===== src/rtl/ffud_pkg.sv =====
// Package for the form field URL decoder: word types, queue command type,
// character constants and hex helpers. No dependencies.
`default_nettype none
package ffud_pkg;

    typedef struct packed {
        logic [7:0] in_byte;
        logic       field_end;
    } in_word_t;

    typedef struct packed {
        logic [7:0] out_byte;
        logic       has_byte;
        logic       out_last;
    } out_word_t;

    localparam int MAX_BYTES = 4;
    localparam int IDX_W     = $clog2(MAX_BYTES);
    localparam int CNT_W     = $clog2(MAX_BYTES + 1);

    // One accepted input word turned into up to four output bytes.
    typedef struct packed {
        logic [MAX_BYTES-1:0][7:0] bytes;
        logic [CNT_W-1:0]          count;
        logic                      last;
    } cmd_t;

    localparam int QDEPTH = 4;
    localparam int QAW    = $clog2(QDEPTH);
    localparam int QCNT_W = $clog2(QDEPTH + 1);

    localparam logic [7:0] CH_PLUS  = 8'h2B;
    localparam logic [7:0] CH_PCT   = 8'h25;
    localparam logic [7:0] CH_3     = 8'h33;
    localparam logic [7:0] CH_UC    = 8'h43;
    localparam logic [7:0] CH_QUOTE = 8'h27;
    localparam logic [7:0] CH_BSL   = 8'h5C;
    localparam logic [7:0] CH_AMP   = 8'h26;
    localparam logic [7:0] CH_L     = 8'h6C;
    localparam logic [7:0] CH_T     = 8'h74;
    localparam logic [7:0] CH_SEMI  = 8'h3B;
    localparam logic [7:0] CH_SPACE = 8'h20;
    localparam logic [4:0] HEX_BASE = 5'd16;

    // bit 4 set: not a hex digit
    function automatic logic [4:0] hex_digit(input logic [7:0] c);
        logic [4:0] d;
        d = HEX_BASE;
        if (c >= 8'h30 && c <= 8'h39)
        begin
            d = {1'b0, c[3:0]};
        end
        else if ((c >= 8'h61 && c <= 8'h66) || (c >= 8'h41 && c <= 8'h46))
        begin
            d = {1'b0, 4'(c[3:0] + 4'd9)};
        end
        return d;
    endfunction

    function automatic logic [7:0] plus_to_space(input logic [7:0] c);
        return (c == CH_PLUS) ? CH_SPACE : c;
    endfunction

endpackage
`default_nettype wire


===== src/rtl/form_field_url_decoder_unit.sv =====
// Top level of the form field URL decoder: front end, command queue, back end.
// Depends on ffud_pkg, ffud_front, ffud_queue, ffud_back.
//
//   channel  | handshake            | word
//   ---------+----------------------+------------------------------------
//   in       | in_valid / in_stall   | in_word_t  {in_byte, field_end}
//   out      | out_valid / out_stall | out_word_t {out_byte, has_byte, out_last}
//
// An input word yields zero to four output words, sent one per cycle by
// the back end while out_stall is low. The four-entry command queue
// and the output register set the rate: one word in per cycle while the
// queue has room. in_stall rises only when the queue is full. Reset
// clears the escape state, the queue and the output valid flag.
`default_nettype none
module form_field_url_decoder_unit (
    input  wire logic                clk,
    input  wire logic                rst_n,
    input  wire logic                in_valid,
    output logic                     in_stall,
    input  wire ffud_pkg::in_word_t  in_data,
    output logic                     out_valid,
    input  wire logic                out_stall,
    output ffud_pkg::out_word_t      out_data
);

    ffud_pkg::cmd_t wr_cmd, rd_cmd;
    logic           push, pop, empty, full, accept;

    assign in_stall = full;
    assign accept   = in_valid && !full;

    ffud_front u_front (
        .clk      (clk),
        .rst_n    (rst_n),
        .accept   (accept),
        .word     (in_data),
        .cmd      (wr_cmd),
        .cmd_push (push)
    );

    ffud_queue u_queue (
        .clk    (clk),
        .rst_n  (rst_n),
        .push   (push),
        .wr_cmd (wr_cmd),
        .pop    (pop),
        .rd_cmd (rd_cmd),
        .empty  (empty),
        .full   (full)
    );

    ffud_back u_back (
        .clk       (clk),
        .rst_n     (rst_n),
        .cmd       (rd_cmd),
        .cmd_empty (empty),
        .cmd_pop   (pop),
        .out_valid (out_valid),
        .out_stall (out_stall),
        .out_data  (out_data)
    );

endmodule
`default_nettype wire


===== src/rtl/ffud_front.sv =====
// Front end: accepts input words, tracks escape state, builds byte commands.
// Depends on ffud_pkg.
`default_nettype none
module ffud_front (
    input  wire logic              clk,
    input  wire logic              rst_n,
    input  wire logic              accept,
    input  wire ffud_pkg::in_word_t word,
    output ffud_pkg::cmd_t         cmd,
    output logic                   cmd_push
);

    typedef enum logic [1:0] {PH_IDLE, PH_PCT, PH_FIRST} phase_t;

    phase_t     phase_reg, phase_next;
    logic [7:0] fhc_reg, fhc_next;
    logic       term_reg, term_next;

    logic       dv_en;
    logic [7:0] dv;
    logic       lt;
    logic [4:0] d1, d2, dn;
    logic [7:0] c2;
    logic       term_dv;

    always_comb
    begin
        phase_next = phase_reg;
        fhc_next   = fhc_reg;
        term_next  = term_reg;
        dv_en      = 1'b0;
        dv         = 8'h00;
        lt         = 1'b0;
        c2         = ffud_pkg::plus_to_space(word.in_byte);
        d1         = ffud_pkg::hex_digit(fhc_reg);
        d2         = ffud_pkg::hex_digit(c2);
        dn         = ffud_pkg::hex_digit(c2);
        if (!term_reg)
        begin
            case (phase_reg)
                PH_PCT:
                begin
                    if (word.in_byte == 8'h00)
                    begin
                        phase_next = PH_IDLE;
                        term_next  = 1'b1;
                    end
                    else
                    begin
                        fhc_next   = c2;
                        phase_next = PH_FIRST;
                        if (word.field_end)
                        begin
                            dv_en = 1'b1;
                            dv    = dn[4] ? 8'h00 : {4'h0, dn[3:0]};
                        end
                    end
                end
                PH_FIRST:
                begin
                    phase_next = PH_IDLE;
                    if (word.in_byte == 8'h00)
                    begin
                        dv_en     = 1'b1;
                        dv        = d1[4] ? 8'h00 : {4'h0, d1[3:0]};
                        term_next = 1'b1;
                    end
                    else if (fhc_reg == ffud_pkg::CH_3 && c2 == ffud_pkg::CH_UC)
                    begin
                        lt = 1'b1;
                    end
                    else
                    begin
                        dv_en = 1'b1;
                        if (d1[4])
                        begin
                            dv = 8'h00;
                        end
                        else if (d2[4])
                        begin
                            dv = {4'h0, d1[3:0]};
                        end
                        else
                        begin
                            dv = {d1[3:0], d2[3:0]};
                        end
                    end
                end
                default:
                begin
                    phase_next = PH_IDLE;
                    if (word.in_byte == ffud_pkg::CH_PCT)
                    begin
                        phase_next = PH_PCT;
                    end
                    else if (word.in_byte == 8'h00)
                    begin
                        term_next = 1'b1;
                    end
                    else
                    begin
                        dv_en = 1'b1;
                        dv    = c2;
                    end
                end
            endcase
        end
        if (word.field_end)
        begin
            phase_next = PH_IDLE;
            fhc_next   = 8'h00;
            term_next  = 1'b0;
        end
    end

    always_comb
    begin
        cmd.bytes = '0;
        cmd.count = '0;
        cmd.last  = word.field_end;
        if (lt)
        begin
            cmd.bytes[0] = ffud_pkg::CH_AMP;
            cmd.bytes[1] = ffud_pkg::CH_L;
            cmd.bytes[2] = ffud_pkg::CH_T;
            cmd.bytes[3] = ffud_pkg::CH_SEMI;
            cmd.count    = ffud_pkg::CNT_W'(4);
        end
        else if (dv_en && dv == ffud_pkg::CH_QUOTE)
        begin
            cmd.bytes[0] = ffud_pkg::CH_BSL;
            cmd.bytes[1] = ffud_pkg::CH_QUOTE;
            cmd.count    = ffud_pkg::CNT_W'(2);
        end
        else if (dv_en && dv != 8'h00)
        begin
            cmd.bytes[0] = dv;
            cmd.count    = ffud_pkg::CNT_W'(1);
        end
        cmd_push = accept && (cmd.count != '0 || word.field_end);
    end

    // decoded zero from an escape also closes the field
    assign term_dv = dv_en && dv == 8'h00 && !word.field_end;

    always_ff @(posedge clk or negedge rst_n)
    begin
        if (!rst_n)
        begin
            phase_reg <= PH_IDLE;
            fhc_reg   <= 8'h00;
            term_reg  <= 1'b0;
        end
        else if (accept)
        begin
            phase_reg <= phase_next;
            fhc_reg   <= fhc_next;
            term_reg  <= term_next | term_dv;
        end
    end

endmodule
`default_nettype wire


===== src/rtl/ffud_queue.sv =====
// Short command queue between front and back end.
// Depends on ffud_pkg.
`default_nettype none
module ffud_queue (
    input  wire logic           clk,
    input  wire logic           rst_n,
    input  wire logic           push,
    input  wire ffud_pkg::cmd_t wr_cmd,
    input  wire logic           pop,
    output ffud_pkg::cmd_t      rd_cmd,
    output logic                empty,
    output logic                full
);

    ffud_pkg::cmd_t               mem [ffud_pkg::QDEPTH];
    logic [ffud_pkg::QAW-1:0]     wr_ptr_reg, rd_ptr_reg;
    logic [ffud_pkg::QCNT_W-1:0]  cnt_reg;
    logic                         do_push, do_pop;

    assign empty   = (cnt_reg == '0);
    assign full    = (cnt_reg == ffud_pkg::QCNT_W'(ffud_pkg::QDEPTH));
    assign do_push = push && !full;
    assign do_pop  = pop && !empty;
    assign rd_cmd  = mem[rd_ptr_reg];

    always_ff @(posedge clk)
    begin
        if (do_push)
        begin
            mem[wr_ptr_reg] <= wr_cmd;
        end
    end

    always_ff @(posedge clk or negedge rst_n)
    begin
        if (!rst_n)
        begin
            wr_ptr_reg <= '0;
            rd_ptr_reg <= '0;
            cnt_reg    <= '0;
        end
        else
        begin
            if (do_push)
            begin
                wr_ptr_reg <= wr_ptr_reg + 1'b1;
            end
            if (do_pop)
            begin
                rd_ptr_reg <= rd_ptr_reg + 1'b1;
            end
            if (do_push && !do_pop)
            begin
                cnt_reg <= cnt_reg + 1'b1;
            end
            else if (do_pop && !do_push)
            begin
                cnt_reg <= cnt_reg - 1'b1;
            end
        end
    end

endmodule
`default_nettype wire


===== src/rtl/ffud_back.sv =====
// Back end: walks the head command one byte per cycle into the output
// register while out_stall is low. Depends on ffud_pkg.
`default_nettype none
module ffud_back (
    input  wire logic           clk,
    input  wire logic           rst_n,
    input  wire ffud_pkg::cmd_t cmd,
    input  wire logic           cmd_empty,
    output logic                cmd_pop,
    output logic                out_valid,
    input  wire logic           out_stall,
    output ffud_pkg::out_word_t out_data
);

    logic [ffud_pkg::IDX_W-1:0] idx_reg;
    logic                       valid_reg;
    ffud_pkg::out_word_t        data_reg, data_next;
    logic                       load, at_end;

    assign load      = !cmd_empty && (!valid_reg || !out_stall);
    assign at_end    = (cmd.count == '0) ||
                       ({1'b0, idx_reg} + 1'b1 == ffud_pkg::CNT_W'(cmd.count));
    assign cmd_pop   = load && at_end;
    assign out_valid = valid_reg;
    assign out_data  = data_reg;

    always_comb
    begin
        data_next.out_byte = (cmd.count == '0) ? 8'h00 : cmd.bytes[idx_reg];
        data_next.has_byte = (cmd.count != '0);
        data_next.out_last = cmd.last && at_end;
    end

    always_ff @(posedge clk)
    begin
        if (load) begin
            data_reg <= data_next;
        end
    end

    always_ff @(posedge clk or negedge rst_n)
    begin
        if (!rst_n) begin
            idx_reg   <= '0;
            valid_reg <= 1'b0;
        end else begin
            if (load) begin
                valid_reg <= 1'b1;
                idx_reg   <= at_end ? '0 : idx_reg + 1'b1;
            end else if (!out_stall) begin
                valid_reg <= 1'b0;
            end
        end
    end

endmodule
`default_nettype wire

===== config.mk =====
export PLATFORM = sky130hd
export DESIGN_NAME = form_field_url_decoder_unit
export DESIGN_NICKNAME = d
export VERILOG_FILES = /design/src/rtl/ffud_pkg.sv /design/src/rtl/form_field_url_decoder_unit.sv /design/src/rtl/ffud_front.sv /design/src/rtl/ffud_queue.sv /design/src/rtl/ffud_back.sv
export SDC_FILE = /design/constraint.sdc
export NUM_CORES = 1
export LEC_CHECK = 0
export ABC_CLOCK_PERIOD_IN_PS = 4330
export BUFFER_PORTS_ARGS = -buffer_cell sky130_fd_sc_hd__buf_2
export CELL_PAD_IN_SITES_DETAIL_PLACEMENT = 0
export CELL_PAD_IN_SITES_GLOBAL_PLACEMENT = 2
export CORE_MARGIN = 1.5
export CORE_UTILIZATION = 43
export DETAILED_ROUTE_END_ITERATION = 8
export GPL_ROUTABILITY_DRIVEN = 0
export PLACE_DENSITY_LB_ADDON = 0.1
export REMOVE_ABC_BUFFERS = 1
export SLEW_MARGIN = 40
export SYNTH_ARGS = -nofsm -noshare
export SYNTH_HDL_FRONTEND = slang
export SYNTH_SLANG_ARGS = --single-unit

===== constraint.sdc =====
create_clock -name clk -period 4.33 [get_ports clk]
set_input_delay 0.433 -clock clk [delete_from_list [all_inputs] [get_ports clk]]
set_output_delay 0.433 -clock clk [all_outputs]
set_load 0.05 [all_outputs]

# Word-level counts from Yosys, hierarchy flattened
# Memories as Yosys holds them, arrays and structs flattened.
# Cells that the tools add are included.
# op_classes
n_addsub,8
n_lt_le_gt_ge,13
eq_ne,12
mux,57
bitwise,1
reduce_logical,44
# ops
operator,n
8-bit two-way mux,15
8-bit by 6-bit == test with 1-bit output (second input constant),4
8-bit by 7-bit >= comparator with 1-bit output (second input constant),4
8-bit by 7-bit <= comparator with 1-bit output (second input constant),4
11-bit two-way mux,2
1-bit two-way mux,21
1-bit logical AND,20
5-bit two-way mux,4
19-bit two-way mux,1
8-bit binary-select mux with 2-bit select,1
8-bit by 6-bit >= comparator with 1-bit output (second input constant),2
8-bit by 6-bit <= comparator with 1-bit output (second input constant),2
8-bit logical NOT,2
8-bit one-hot mux with 2 select lines,1
14-bit two-way mux,1
4-bit adder (second input constant),2
8-bit by 7-bit == test with 1-bit output (second input constant),1
2-bit two-way mux,4
4-bit two-way mux,2
8-bit nonzero test,1
1-bit logical NOT,7
2-bit by 1-bit adder with 2-bit output (second input constant),3
3-bit logical NOT,2
3-bit two-way mux,2
20 further kinds,27
# word_totals
regBits,31
ramBits,136
input_bits,13
word_cells,147
mem_count,1
# mem_list
memory,depth,word_bits,rd,rd_clocked_by_memory_dff,wr,line_no,source
u_queue.mem,4,34,1,0,1,ffud_queue.sv:15,ffud_pkg::cmd_t mem [ffud_pkg::QDEPTH];

# Depth between registers and ports, before layout
# depth
word_depth,26
mapped_depth,17
ltp_nobuf,16

# Cells and area by module
# Synthesis repeated with hierarchy kept, for this count alone.
# unflattened
cells_unflattened,502
hier_area_um2,8077.7
# by_module_without_submodules
mod,instances,cells_each,area_each_um2,seq_area_each_um2
ffud_queue,1,225,5622.9,4499.3
ffud_front,1,214,1621.6,275.3
ffud_back,1,62,819.5,375.4
form_field_url_decoder_unit,1,1,13.8,0.0

# Worst setup path before layout
# OpenSTA, ideal clock, no wires.
# synth_timing
path_type,input to register
from,in in_data[2] (netlist name)
to,reg u_queue.cnt_reg[1] (netlist name)
arrival_ns,3.377
t_required_ns,4.205
path_slack_ns,0.829
stages,14
n_path_buf,1
path_cell_list,clkbuf_8 inv_1 ha_1 nor4b_4 or2_2 o211ai_4 a32o_2 a211oi_2 and3_4 a41oi_4 ha_1 inv_1 fa_1 mux2_2
# synth_via
elab_chain_len,25
# synth_lines
element,line_no,source
from (decl),form_field_url_decoder_unit.sv:20,"input wire ffud_pkg::in_word_t in_data,"
8-bit by 6-bit == test with 1-bit output,ffud_pkg.sv:61,return (c == CH_PLUS) ? CH_SPACE : c;
8-bit two-way mux,ffud_pkg.sv:61,
8-bit by 7-bit >= comparator with 1-bit output or 8-bit by 7-bit <= comparator with 1-bit output (tied branches),ffud_pkg.sv:53,else if ((c >= 8'h61 && c <= 8'h66) || (c >= 8'h41 && c <= 8'h46))
1-bit logical AND,ffud_pkg.sv:53,
1-bit logical OR,ffud_pkg.sv:53,
5-bit two-way mux,ffud_pkg.sv:53,
5-bit two-way mux,ffud_pkg.sv:49,if (c >= 8'h30 && c <= 8'h39)
8-bit two-way mux,ffud_front.sv:79,else if (d2[4])
[10 not listed],-,
3-bit nonzero test (*),ffud_front.sv:140,cmd_push = accept && (cmd.count != '0 || word.field_end);
1-bit logical OR (*),ffud_front.sv:140,
1-bit logical AND (*),ffud_front.sv:140,
1-bit logical AND (*),ffud_queue.sv:22,assign do_push = push && !full;
net u_queue.do_push,ffud_queue.sv:18,"logic do_push, do_pop;"
1-bit logical NOT,ffud_queue.sv:56,else if (do_pop && !do_push)
1-bit logical AND,ffud_queue.sv:56,
2-bit nonzero test (no line),-,
to (signal assigned),ffud_queue.sv:54,cnt_reg <= cnt_reg + 1'b1;
to (signal assigned),ffud_queue.sv:58,cnt_reg <= cnt_reg - 1'b1;
to (decl),ffud_queue.sv:17,logic [ffud_pkg::QCNT_W-1:0] cnt_reg;
# The timed path passes the listed nets; every way through them passes the cells marked *.
# A chain may end at the register's enable or synchronous reset.

# Worst setup path after layout
# layout_timing
from,reg u_front.fhc_reg[0]
to,reg u_queue.cnt_reg[1] (netlist name)
# layout_via
elab_chain_len,23
# layout_lines
element,line_no,source
from (decl),ffud_front.sv:16,"logic [7:0] fhc_reg, fhc_next;"
from (signal assigned),ffud_front.sv:157,fhc_reg <= fhc_next;
8-bit by 7-bit >= comparator with 1-bit output or 8-bit by 7-bit <= comparator with 1-bit output (tied branches),ffud_pkg.sv:53,
1-bit logical AND,ffud_pkg.sv:53,
1-bit logical OR,ffud_pkg.sv:53,
5-bit two-way mux,ffud_pkg.sv:53,
5-bit two-way mux,ffud_pkg.sv:49,
8-bit two-way mux,ffud_front.sv:79,
8-bit two-way mux,ffud_front.sv:75,if (d1[4])
8-bit two-way mux,ffud_front.sv:68,else if (fhc_reg == ffud_pkg::CH_3 && c2 == ffud_pkg::CH_UC)
[8 not listed],-,
3-bit nonzero test (*),ffud_front.sv:140,
1-bit logical OR (*),ffud_front.sv:140,
1-bit logical AND (*),ffud_front.sv:140,
1-bit logical AND (*),ffud_queue.sv:22,
net u_queue.do_push,ffud_queue.sv:18,
1-bit logical NOT,ffud_queue.sv:56,
1-bit logical AND,ffud_queue.sv:56,
2-bit nonzero test (no line),-,
# Marks and branches as above.

==> results.md <==
- Via count of the first global-routing pass: between 3,000 and 4,000
- Worst skew pair latency: 350 ps
- Stages on worst setup path: 14
- Setup CP Type: flop to flop
- CTS H-tree depth: 3
- Internal cell power: ~1.7 mW
- Top cells by area, synth: edfxtp_1 41%, dfrtp_1 12%, mux4_2 6.5%, ha_1 4.2%, nand2_1 2.6%
- Final setup viols: 0
- Gate Count Post-Synth: 362
- GRT overflow: 0
- CTS Buf Count: 9
- Crit path capture: u_queue.cnt_reg[1]
- Status: finished, final reports clean
- Reg2Reg Depth: 14
- Multi-input gate area: just under 2000 µm²
- Slowest CP cell: dfrtp_1
- Ys Warns: 0
- FF-to-FF setup slack: 520 ps
- Worst path bufs/invs: 2
- Worst Path Arrival: slightly above 4000 ps
- Minimum clock period: 3813 ps
- Cell variety after synth: 76
- Post-DRT Antenna Nets: 0
- Post-CTS sizing: 0
- Max Cap Viol: 0
- Reg2Reg Capture Point: u_queue.cnt_reg[1]
- Antenna violations before repair: 0
- Delay-heaviest family, CP: compound AO/OA/AOI/OAI gates
- Post-synth EDFFs: 62
- Max reg flops: 52
- Largest net degree at the start of global routing: 22
- Ant diodes: 0
- CTS tree: done
- Share of the synthesized area in the top cell type: 41.28%
- DR iter-0 viols: 140
- Hold crit path type: input port to asynchronous set/reset pin
- Setup Skew: 12.19 ps
- Hold-fix buffers, CTS: 0
- Final period util: 88.05%
- DRC viols: 0
- Overall die height: 105.4 µm
- Sw Ratio: 37.68%
- DP Area: 4776 µm²
- Detailed Place HPWL: around 7000 µm
- Worst-Margin Slew: 691.7 ps
- Power Dens Cells: 550.5 nW/µm²
- CP max stage delay: about 470 ps
- Area Growth Syn to Fin: 9.764%
- Slew Limit Fails: 0
- Routed WL: 9426 µm
- CP Launch Type: flop
- Final Hold Fails: 0
- Worst slew margin: a little over half
- Peak VDD IR: 0.0002756 V
- Fmax: about 0.26 GHz
- Global-route wire length before repair: approximately 15,000 µm
- Nets@finish: 419
- Yosys top cell by area: edfxtp_1
- CORE AREA: 10,230 µm²
- Synth Flop Type: edfxtp_1
- Post-route cell area: ~5000 µm²
- Max Root-Sink Buffers: 2
- Top-level I/O count: 25
- Clock root buffer: clkbuf_8
- RSZ-0062 raised after global routing: false
- Starting density of the core: 44.09%
- # fillers: ~950
- Req. time, crit path: 4580 ps
- Via count: 2,951
- CP endpoint kind: flop
- CP startpoint: u_front.fhc_reg[0]
- Tot GR Track Use: ~18%
- Clk slew on worst S/H paths: 90 ps
- Clock power share: 18.5%
- Clock Sink Count: 83
- Placement Rows: 37
- Register share of total power: roughly 43%
- I/O Buffers: 24
- Avg Cell Area, Syn: 12.46 µm²
- Async SR Flop Fraction: 25.30%
- Leak: 1.898 nW
- Register area share after synthesis: 52.93%
- Power Total: 2.726 mW
- Postcts setup bufs: 0
- Share of cells above drive strength 1: 22.78%
- Post-route setup TNS: 0 ps
- Gate power share: 38.1%
- DR vias/cell: 5.557
- Mapped Area: 4511 µm²
- First-pass iteration count of the detailed router: 4
- Max FO, Critical Path: 7
- Die X: 105.4 µm
- Flops & latches, synth: 83
- Area taken by flip-flops and latches: 2387 µm²
- Worst r2r src: u_front.fhc_reg[0]
- Net Sw Power: 1.027 mW
- DR WL/cell: 17.75 µm
- Area of the die: 11,110 µm²
- Critical path, cell by cell: inv_1 > ha_1 > o21bai_1 > a211oi_1 > a41oi_1 > o21bai_1 > and2_2 > a221oi_2 > and3_4 > a41oi_4 > ha_1 > inv_1 > fa_1 > mux2_2
-- worst min path at each step --
stage / from / end / cells past startpoint
2_1_floorplan: rst_n / u_back.idx_reg[0] / 0
3_3_place_gp: rst_n / u_back.idx_reg[0] / 1
3_5_place_dp: rst_n / u_back.idx_reg[0] / 1
6_report: rst_n / u_queue.cnt_reg[1] / 1
4_1_cts: rst_n / u_back.idx_reg[0] / 1
5_1_grt: rst_n / u_back.idx_reg[0] / 1
-- final cells by class --
type	instances	share of cell area [%]
multi-input cells	245	39.80
flip-flops and latches	83	48.22
well taps	136	3.437
clock inverters	7	1.036
clock buffers	9	2.502
inverters	20	1.516
repair buffers	31	3.487
-- metal layers --
metal,GRT usage [%],part of all wire (%),up-vias
li1,-,-,1429
met1,21.63,43,1461
met2,33.33,53,47
met3,3.278,2.5,14
met4,6.262,1.7,0
met5,0,0,-
-- power by group through the flow --
stage | Sequential (mW) | Clock (mW) | Combinational (mW)
after floorplan | 1.39 | 0 | 0.598
after global placement | 1.20 | 0 | 1.05
after detailed placement | 1.20 | 0 | 1.06
after CTS | 1.19 | 0.525 | 1.06
after global routing | 1.21 | 0.552 | 1.15
final | 1.18 | 0.504 | 1.04
-- cell families after synthesis --
kind of cell | synth area share (%)
DFF | 52.93
muxes | 7.517
buffers and inverters | 3.384
and+or+nand+nor | 16.09
adders and majority gates | 4.605
xor gates and xnor gates | 1.914
AOI/OAI and AO/OA | 13.57
-- cell usage after synthesis (all sizes together) (3+ instances only) --
cell type	n
and3	8
and2	10
o21ai	18
nand2	31
nand3b	3
edfxtp	62
ha	15
nor4b	4
xnor2	6
a31oi	5
clkbuf	11
nor2	27
mux4	13
o21bai	3
nor2b	3
o22ai	3
inv	20
nor3	9
a211oi	5
nand3	11
a22o	5
a21o	6
a21oi	12
dfrtp	21
nand2b	3
buf	3
xor2	3
nand4	4
-- per-stage QoR --
step                util, %  std cells  setup WS (ps)  hold WS, ps
floorplan                 -        348          853.2        137.4
global placement      46.68        515          417.9        428.1
detailed placement    46.68        515          351.0        428.1
CTS                   48.39        531          482.4        32.26
global route          48.39        531          259.0        60.04
finish                48.39        531          517.3        31.34
-- layout by cell type, fill, tap and decap left out, types with 2 or more instances in the layout --
cell	instances
a211oi_1	4
a21o_1	5
a21oi_1	10
a22o_1	4
a22oi_1	2
a31oi_1	5
and2_1	7
and2_2	3
and3_1	7
buf_2	24
buf_4	7
clkbuf_8	9
clkinv_2	2
clkinvlp_4	2
dfrtp_1	21
edfxtp_1	62
ha_1	15
inv_1	20
inv_6	2
mux2i_1	2
mux4_2	13
nand2_1	31
nand2b_1	2
nand3_1	11
nand3b_1	3
nand4_1	4
nand4b_1	2
nor2_1	26
nor2b_1	3
nor3_1	8
nor3b_1	2
nor4b_1	2
nor4b_4	2
o211a_1	2
o21ai_0	16
o21ai_1	2
o21bai_1	3
o22ai_1	3
xnor2_1	5
xor2_1	3
-- worst register-to-register path: stages, from the launching register on --
cell and delay (ps):
dfrtp_1 470, inv_1 80, ha_1 210, o21bai_1 320, a211oi_1 130, a41oi_1 330, o21bai_1 190, and2_2 210
a221oi_2 330, and3_4 280, a41oi_4 170, ha_1 260, inv_1 70, fa_1 410, mux2_2 260
Note: power is estimated with default switching activity, not from simulation.
